<file path="src/rtl/core/ksri_ram.sv">
// ----------------------------------------------------------------------------
// ksri_ram: generic simple dual-port RAM
// One write port and one read port; read data is registered and holds its
// value while no read is enabled.
// ----------------------------------------------------------------------------
module ksri_ram #(
  parameter  int WIDTH = 8,
  parameter  int DEPTH = 16,
  localparam int AW    = $clog2(DEPTH)
) (
  input  logic             clk,
  input  logic             we,
  input  logic [AW-1:0]    waddr,
  input  logic [WIDTH-1:0] wdata,
  input  logic             re,
  input  logic [AW-1:0]    raddr,
  output logic [WIDTH-1:0] rdata
);

  logic [WIDTH-1:0] mem_r [DEPTH];
  logic [WIDTH-1:0] rdata_r;

  // Write port.
  always_ff @(posedge clk) begin
    if (we) begin
      mem_r[waddr] <= wdata;
    end
  end

  // Registered read port.
  always_ff @(posedge clk) begin
    if (re) begin
      rdata_r <= mem_r[raddr];
    end
  end

  assign rdata = rdata_r;

endmodule

</file>
<file path="config.mk">
export PLATFORM = sky130hd
export DESIGN_NAME = ksri_ram
export DESIGN_NICKNAME = d
export VERILOG_FILES = /design/src/rtl/core/ksri_ram.sv
export SDC_FILE = /design/constraint.sdc
export NUM_CORES = 1
export LEC_CHECK = 0
export BUFFER_PORTS_ARGS = -buffer_cell sky130_fd_sc_hd__buf_2
export CAP_MARGIN = 20
export CORE_ASPECT_RATIO = 1.5
export CORE_UTILIZATION = 29
export CTS_CLUSTER_DIAMETER = 80
export DETAILED_ROUTE_END_ITERATION = 8
export PLACE_DENSITY = 0.51
export REMOVE_ABC_BUFFERS = 1
export SLEW_MARGIN = 20
export SYNTH_ARGS = -nofsm -noshare
export SYNTH_HDL_FRONTEND = slang
export SYNTH_SLANG_ARGS = --single-unit
</file>
<file path="constraint.sdc">
create_clock -name clk -period 2 [get_ports clk]
set_input_delay 0.1 -clock clk [delete_from_list [all_inputs] [get_ports clk]]
set_output_delay 0.1 -clock clk [all_outputs]
set_load 0.05 [all_outputs]
</file>
======== Yosys cells after proc, flatten, opt, wreduce, memory -nomap -nowiden ========
Memory sizes are Yosys's and may differ from the RTL's. A register that Yosys moved wholly into a read port is not among the register bits.
Index checks and enable logic that the tools add are counted.
cells by class
  muxes and demuxes ....................... 2
operators by type and width
  kind    number
  $mux 1  2
word-level totals
  register bits ........................... 0
  RAM bits ................................ 128
  bits of input ports ..................... 19
  output and inout port bits .............. 8
  logic and storage cells ................. 3
  memories ................................ 1
memory list
  memory  depth  width  rd ports  clocked after memory_dff  write ports  line  source
  mem_r   16     8      1         1                         1            20    logic [WIDTH-1:0] mem_r [DEPTH];

======== Depth between registers and ports, before layout ========
Gate-level depths: netlist (run 1).
  depth after elaboration ................. 2
  gate-level depth with buffers ........... 5
  depth with buffers taken out ............ 3

======== Least setup slack after synthesis (run 1) ========
OpenSTA, ideal clock, no wires.
  kind .................................... input-to-reg
  start ................................... input waddr[2]
  end ..................................... memory mem_r[0][0] (enable)
  library setup time ...................... 383 ps
  arrival ................................. 1210 ps
  required time ........................... 1617 ps
  path slack .............................. 407 ps
  cell stages on the path ................. 2
  path buffers ............................ 0
  cell sequence ........................... or3b_2 > nor3_1
RTL lines
  what                line  source
  start: declaration  13    input logic [AW-1:0] waddr,
  end: declaration    20
Straight into the memory's write port.

==> results of run 1 <==
## per-layer routing
metal	up-vias	part of all wire (%)	track usage (%)
met5	-	0	0
met4	0	1.4	4.94
met3	12	3.3	3.38
met2	56	54	20.9
met1	1279	41	13.6
li1	1097	-	-
## cell usage after synthesis
library cell     instances
edfxtp_1               136
mux4_2                  18
a22oi_1                 16
mux4_1                  14
nor2_1                  13
nand2_1                  9
nor3_1                   4
buf_2                    3
buf_6                    3
clkdlybuf4s25_2          3
nand2b_1                 2
nand3b_1                 2
and2_1                   1
and2b_1                  1
buf_4                    1
nand3_1                  1
nor2b_1                  1
or3b_2                   1
## per-stage QoR
stage / setup slack (ps) / power, mW / cell area (µm²) / std cells / utilization, %
5_1_grt: 441 / 6.96 / 6340 / 512 / 36.2
6_report: 519 / 6.74 / 6340 / 512 / 36.2
3_3_place_gp: 276 / 3.63 / 5730 / 480 / 32.7
2_1_floorplan: 407 / 3.46 / 5140 / 219 / -
3_5_place_dp: 276 / 3.64 / 5730 / 480 / 32.7
4_1_cts: 520 / 6.80 / 6340 / 512 / 36.2
## power groups by stage
| stage | logic (mW) | registers, mW | clock network (mW) |
|---|---|---|---|
| final | 0.342 | 3.23 | 3.17 |
| after global routing | 0.371 | 3.23 | 3.36 |
| after CTS | 0.351 | 3.23 | 3.22 |
| after detailed placement | 0.351 | 3.29 | 0 |
| after global placement | 0.346 | 3.29 | 0 |
| after floorplan | 0.128 | 3.33 | 0 |
## kinds of logic (layout without fill, tap and decap cells)
| family | count (synthesis) | count (layout) |
|---|---|---|
| AO/OA/AOI/OAI | 16 | 16 |
| multiplexers | 32 | 32 |
| flip-flops | 136 | 136 |
| buffers and inverters | 10 | 80 |
| AND/OR/NAND/NOR | 35 | 35 |
## worst register-to-register path: stages (launching register included)
cell and delay, ps:
edfxtp_1 350, mux4_1 490, a22oi_1 290, nand2_1 100
## final cells by class
class                           count  area (µm²)  share of cell area [%]
Clock buffer                       18         429                    6.77
Clock inverter                     14         181                    2.86
Multi-Input combinational cell     83        1060                    16.7
Sequential cell                   136        4080                    64.4
Tap cell                          213         267                    4.20
Timing Repair Buffer               48         320                    5.05
## worst max-delay path by stage
stage	from	endpoint	slack, ps	cells after the start
floorplan	waddr[2]	mem_r[0][0]	410	2
global placement	raddr[0]	rdata[2]	280	5
CTS	mem_r[0][1]	rdata[1]	520	3
detailed placement	raddr[0]	rdata[2]	280	5
global route	mem_r[0][1]	rdata[1]	440	3
finish	mem_r[0][2]	rdata[2]	520	3
## flip-flops by register name, summed over array words and instances (netlist names)
register and flops:
rdata 8, mem_r 128
==> impl_results.md, run 1 <==
* Layout cells sized above 1 at 32.1%
* Num CTS Buffers at 17
* Slew Limit Fails at 0
* Io pins at 27
* Sequential area share after synthesis at roughly 78%
* Switching part of the total at ~20%
* Power Density at between 1000 and 1500 nW/µm²
* Routed WL at 10.3 mm
* Synthesized flop and latch total at 136
* I/O Buffers at 26
* Synth Area in Adders at 0%
* Final ANT Viol Nets at 0
* Ant. Diodes at 0
* Comb pwr share at 5.1%
* Worst-Skew Late Latency at 410 ps
* RD Place Congestion at 0.723
* Simple-Gate Fraction of Synth Area at 3.14%
* Hold Worst Slack at 74.8 ps
* Die Wd at 112 µm
* Max VDD drop at 565 µV
* DRT Pass-1 Iters at 6
* Post-Route Skew at just over 6 ps
* # resized after CTS at 0
* Hold Path Class: input port to register
* Die H at 166 µm
* Final nets at 305
* Critical path class: register to register
* Relative slew slack at 73.6%
* Critical Path AT at roughly 1600 ps
* DP Wirelength at 6.87 mm
* Worst-path fanout max at 1
* Leakage at 2.12 nW
* Syn avg cell area at 22.8 µm²
* Synth top area share at between 70 and 80%
* Crit path required time at approximately 2200 ps
* Synthesized instance count at 229
* FF-to-FF End: rdata[2]
* Hold Crit Start: re
* Grt ovf at 0
* Clk buf depth at 2
* CTS tree: yes
* Sw Pwr at about 1.3 mW
* Drt drc at 5
* DR iter-0 viols at approximately 180
* Unrepaired setup endpoints after global routing: no
* Post-CTS Repair Setup Buffers at 0
* Status: finished with violations
* Largest net degree at the start of global routing at 33
* Power Internal at 5.41 mW
* Area Growth Syn to Fin at 21.3%
* Hold buffers post-CTS at 0
* Fin crit period at between 1000 and 1500 ps
* Clock Power Share at 47.0%
* Hold EP: rdata[3]
* Highest-count cells in the layout ignoring fill and taps: edfxtp_1, buf_2, buf_4
* Die area at 18,600 µm²
* MaxCap Viol Count at 0
* Via count of the first global-routing pass at 2,566
* FF-to-FF path depth at 3
* Initial antenna violation count at 0
* Yosys warns at 0
* Mapped cell area at 5230 µm²
* Startpoint types: register
* Reg-to-reg setup timing slack at ~520 ps
* Fin Setup TNS at 0 ps
* Htree depth at 4
* CP max stage cell: mux4_1
* Global-route wire length before repair at between 15 and 20 mm
* Total GRT Usage at 11.9%
* Failing checks: design-rule violations
* Synth area leader: edfxtp_1
* Critical Path End Type: register
* Post-synthesis compound-gate area fraction at under 10%
* Vias after detailed routing at 2,444
* Mux cell area share after synthesis at 14.8%
* CP top delay family: multiplexers
* CTS Sinks at 136
* Most common cell after layout, fill and taps aside: edfxtp_1
* Clock root buffer: clkbuf_16
* Largest family of logic cells by synthesized area: multiplexers
* Number of distinct library cells after synthesis at 18
* Cell breakdown of the critical path: mux4_1, a22oi_1, nand2_1
* Final hold violation count at 0
* Routed vias/inst at between 4 and 5
* Initial Util at 29.9%
* WP buf/inv at 0
* Seq pwr share at between 40% and 50%
* Fillers at roughly 1,600
* WL per Instance at about 20 µm
* Largest stage delay, worst path at 490 ps
* FP Rows at 59
* Hold path cells at 1
* Xor and xnor fraction of the mapped netlist area at 0%
* CTS clk-pin slew, worst paths at 60 ps
* Worst-Margin Slew at 396 ps
* Core area at 17,500 µm²
* Synth top area cells: edfxtp_1, mux4_2, mux4_1, a22oi_1, nor2_1
* Fmax achieved at about 680 MHz
* Worst reg2reg path startpoint: mem_r[0][2]
* Tcrit/Tclk final at 74.0%
* # setup viols final at 0
No activity file was read; power rests on OpenSTA's default activity.
==> run 2, diff against run 1 <==
==> constraint.sdc (replaced) <==
create_clock -name clk -period 1.4 [get_ports clk]
set_input_delay 0.07 -clock clk [delete_from_list [all_inputs] [get_ports clk]]
set_output_delay 0.07 -clock clk [all_outputs]
set_load 0.05 [all_outputs]
==> run 2 against run 1 <==
Against the previous run:
- the flow still finishes with violations (design-rule violations)
- register-to-register slack worse by 510 ps
- core utilization is 0.63 points higher
- global-route usage is 0.36 points higher
- die area stayed put
- clock-buffer cell count is 1 lower
- largest cell class unchanged
==> impl_results.md, run 2 (same netlist as run 1, synthesis figures left out) <==
* Placed Cells at 485
* Final ANT Viol Nets at 0
* Clk buf depth at 2
* Global-route wire length before repair at 16.2 mm
* Critical Path AT at 1550 ps
* Relative slew slack at 38.8%
* Total GRT Usage at 12.3%
* Register area at 4080 µm²
* Area Growth Syn to Fin at 23.4%
* Post-Route Skew at 3.95 ps
* # setup viols final at 0
* Htree depth at 4
* CTS Sinks at 136
* Fin crit period at 1390 ps
* Design Area, Final at 6450 µm²
* Largest net degree at the start of global routing at 17
* CTS tree: yes
* Startpoint types: register
* Final hold violation count at 0
* Worst-Margin Slew at between 900 and 1000 ps
* Drt drc at 5
* Fmax achieved at 718 MHz
* RD Place Congestion at 0.692
* Leakage at 2.14 nW
* Max VDD drop at 691 µV
* CTS clk-pin slew, worst paths at 60 ps
* Placed Instance Area at 5790 µm²
* Area of the multi-input gates at roughly 1100 µm²
* Die H at 166 µm
* Fillers at 1,566
* Num CTS Buffers at 17
* Critical path class: register to register
* Critical Path End Type: register
* Ant. Diodes at 0
* Initial Util at 29.9%
* FP Rows at just under 60
* Max FFs per register at 128
* DR iter-0 viols at around 220
* Tcrit/Tclk final at ~100%
* Slew Limit Fails at 0
* WL per Instance at 20.6 µm
* Crit path required time at roughly 1600 ps
* Via count of the first global-routing pass at approximately 2,700
* Core area at 17,500 µm²
* Power Density at 1540 nW/µm²
* Status: finished with violations
* Final nets at 310
* Routed WL at 10.7 mm
* Most common cell after layout, fill and taps aside: edfxtp_1
* Unrepaired setup endpoints after global routing: yes
* I/O Buffers at 26
* Vias after detailed routing at 2,443
* Worst-Skew Late Latency at about 410 ps
* Post-Layout Cell Count at ~520
* Highest-count cells in the layout ignoring fill and taps: edfxtp_1, mux4_2, buf_2
* Hold Path Class: input port to register
* Io pins at 27
* Failing checks: design-rule violations
* MaxCap Viol Count at 0
* Most flops, register: mem_r
* Hold buffers post-CTS at 0
* Post-CTS Repair Setup Buffers at 0
* Routed vias/inst at between 4 and 5
* Die Wd at ~110 µm
* Worst-path fanout max at 1
* Initial antenna violation count at 0
* DRT Pass-1 Iters at 6
* Grt ovf at 0
* Clock root buffer: clkbuf_16
* Die area at 18,600 µm²
* Layout cells sized above 1 at 41.8%
* DP Wirelength at 7.25 mm
[run 2: cell count changes in the layout (fill, tap and decap cells not counted), sizes merged]
| cell | before | now |
|---|---|---|
| clkinvlp | 4 | 1 |
| clkbuf | 18 | 17 |
| inv | 0 | 6 |
| buf | 48 | 53 |
| clkinv | 6 | 4 |
[run 2: path summary, 6_finish.rpt]
check                    from     endpoint  slack [ps]  cells after the start
setup / recovery  mem_r[0][4]     rdata[4]           8                      3
hold / removal       wdata[6]  mem_r[9][6]          40                      1
hold reg to reg   mem_r[4][2]     rdata[2]         750                      3
setup reg to reg  mem_r[0][4]     rdata[4]           8                      3
[run 2: through the flow]
step	utilization (%)	setup TNS, ps	hold WS, ps	power (mW)	setup slack, ps
after global routing	36.9	-165	40.9	10.2	-37.8
final	36.9	0	40.5	9.90	7.80
after global placement	33.1	-1790	463	5.21	-276
after detailed placement	33.1	-1740	459	5.22	-247
after CTS	36.8	-6.77	23.3	9.98	-6.77
after floorplan	-	-1300	169	4.94	-163
[run 2: final cells by class]
class | count | area share, %
Clock inverter | 15 | 3.32
Clock buffer | 17 | 6.60
Tap cell | 213 | 4.13
Sequential cell | 136 | 63.3
Multi-Input combinational cell | 83 | 16.7
Timing Repair Buffer | 53 | 5.94
[run 2: report_power, final]
group,leakage (nW),internal (mW),switching (mW)
Sequential,1.24,4.59,0.0261
Clock,0.311,3.02,1.73
Combinational,0.592,0.210,0.325
[run 2: layer usage]
layer  GRT usage [%]  part of all wire (%)  vias up
met5               0                     0        -
met1            14.6                    42     1295
li1                -                     -     1095
met3            2.84                   3.0       11
met4            4.41                   1.2        0
met2            21.6                    54       42
[run 2: repair_timing]
action,CTS,global route
gates resized for setup,13,10
setup endpoints to repair,7,8
pin swaps,6,6
[run 2: critical path, stage by stage (launching register included)]
cell,delay (ps)
edfxtp_1,380
mux4_2,470
a22oi_2,220
nand2_1,70
==> run 3, diff against run 2 <==
--- a/config.mk
+++ b/config.mk
@@ -11,6 +11,7 @@
 export CORE_UTILIZATION = 29
 export CTS_CLUSTER_DIAMETER = 80
 export DETAILED_ROUTE_END_ITERATION = 8
+export MAX_ROUTING_LAYER = met4
 export PLACE_DENSITY = 0.51
 export REMOVE_ABC_BUFFERS = 1
 export SLEW_MARGIN = 20
==> run 3 against run 2 <==
Against the previous run:
- the flow finishes with violations (design-rule violations, negative setup slack)
- routed wire length is essentially flat
- non-clock buffer count did not move
- core utilization unchanged
- sequential power about the same
- largest power group unchanged
- highest routed layer unchanged
==> impl_results.md, run 3 (same netlist as run 1, synthesis figures left out) <==
* Status: finished with violations
* Failing checks: design-rule violations, negative setup slack
* Post-Route Skew at 4.06 ps
* Slew Limit Fails at 0
* Initial Util at between 20% and 30%
* MaxCap Viol Count at 0
* Hold path cells at 1
* # setup viols final at 1
* FF-to-FF End: rdata[4]
* Critical Path Stages at 3
* WL per Instance at approximately 21 µm
* Final ANT Viol Nets at 0
* Leakage at around 2.1 nW
* Routed WL at 10.7 mm
* I/O Buffers at 26
* Io pins at 27
* Die H at 166 µm
* Fin crit period at roughly 1400 ps
* Largest net degree at the start of global routing at 17
* Via count of the first global-routing pass at 2,706
* Global-route wire length before repair at 16.2 mm
* Ant. Diodes at 0
* Most flops, register: mem_r
* Hold Crit Start: re
* Clock root buffer: clkbuf_16
* Placed Instance Area at 5790 µm²
* FF-to-FF path depth at 3
* WP buf/inv at 0
* Relative slew slack at 37.7%
* Clk buf depth at 2
* Power Density at 1530 nW/µm²
* Drt drc at 5
* FP Rows at 59
* Max VDD drop at 690 µV
* Cell breakdown of the critical path: mux4_2, a22oi_2, nand2_1
* Num CTS Buffers at 17
* CTS Sinks at around 140
* RD Place Congestion at 0.700
* Vias after detailed routing at 2,423
* Worst reg2reg path startpoint: mem_r[0][4]
* Grt ovf at 0
* CTS tree: yes
* Fin Setup TNS at -6.34 ps
* Core area at 17,500 µm²
* Startpoint types: register
* Htree depth at 4
* Reg-to-reg setup timing slack at -6 ps
* Worst-Margin Slew at 932 ps
* Fmax achieved at 711 MHz
* Highest-count cells in the layout ignoring fill and taps: edfxtp_1, mux4_2, buf_2
* CTS clk-pin slew, worst paths at roughly 60 ps
* Critical Path End Type: register
* Most common cell after layout, fill and taps aside: edfxtp_1
* Largest stage delay, worst path at 470 ps
* Critical path class: register to register
* Final hold violation count at 0
* CP max stage cell: mux4_2
* Design Area, Final at 6450 µm²
* Max FFs per register at 128
* Overall power at 9.89 mW
* Hold Path Class: input port to register
* Worst-Skew Late Latency at 410 ps
* Fin util at 36.9%
* CP top delay family: multiplexers
* Die Wd at between 100 and 150 µm
* Crit path required time at roughly 1600 ps
* Area Growth Syn to Fin at 23.4%
* DRT Pass-1 Iters at 6
* Hold EP: rdata[6]
* Routed vias/inst at around 4.7
* Tcrit/Tclk final at 100%
* Die area at 18,600 µm²
* Initial antenna violation count at 0
* Hold buffers post-CTS at 0
* Worst-path fanout max at 1
* Unrepaired setup endpoints after global routing: yes
* Final nets at 310
* Post-CTS Repair Setup Buffers at 0
* Total GRT Usage at 12.7%
* Worst setup margin at -6.34 ps
* DR iter-0 viols at 225
* DP Wirelength at 7.25 mm
* Layout cells sized above 1 at 41.8%
* Critical Path AT at 1560 ps
==> run 3: per-layer routing <==
| layer | global-route usage [%] | part of all wire [%] | vias up |
|---|---|---|---|
| li1 | - | - | 1095 |
| met1 | 14.5 | 41 | 1261 |
| met2 | 21.7 | 54 | 56 |
| met3 | 2.84 | 3.9 | 11 |
| met4 | 4.41 | 1.2 | 0 |
| met5 | - | 0 | - |
==> run 3: power breakdown <==
group | total, mW | internal, mW | leakage [nW] | switching [mW]
logic | 0.534 | 0.210 | 0.592 | 0.325
clock network | 4.74 | 3.02 | 0.311 | 1.72
registers | 4.61 | 4.59 | 1.24 | 0.0256
==> run 3: repair_timing <==
item	CTS	global route
resized for setup	13	10
pin swaps	6	6
endpoints found under the setup margin	7	8
==> run 3: layout make-up <==
class	count	area, µm²
clock inverters	15	214
fillers	1566	11000
clock buffers	17	425
multi-input cells	83	1080
flip-flops and latches	136	4080
repair buffers	53	383
well taps	213	267
==> run 3: worst max-delay path by stage <==
stage,start,end,slack [ps]
2_1_floorplan,waddr[2],mem_r[0][0],-160
3_3_place_gp,raddr[0],rdata[2],-280
3_5_place_dp,raddr[0],rdata[3],-250
4_1_cts,mem_r[7][4],rdata[4],-7
5_1_grt,mem_r[4][5],rdata[5],-40
6_report,mem_r[0][4],rdata[4],-6
==> run 3: per-stage QoR <==
step                      hold slack [ps]  std cells  setup slack, ps
after CTS                            23.3        517            -6.77
after detailed placement              459        485             -247
final                                39.6        517            -6.34
after floorplan                       169        219             -163
after global placement                463        485             -276
after global routing                 40.9        517            -37.8
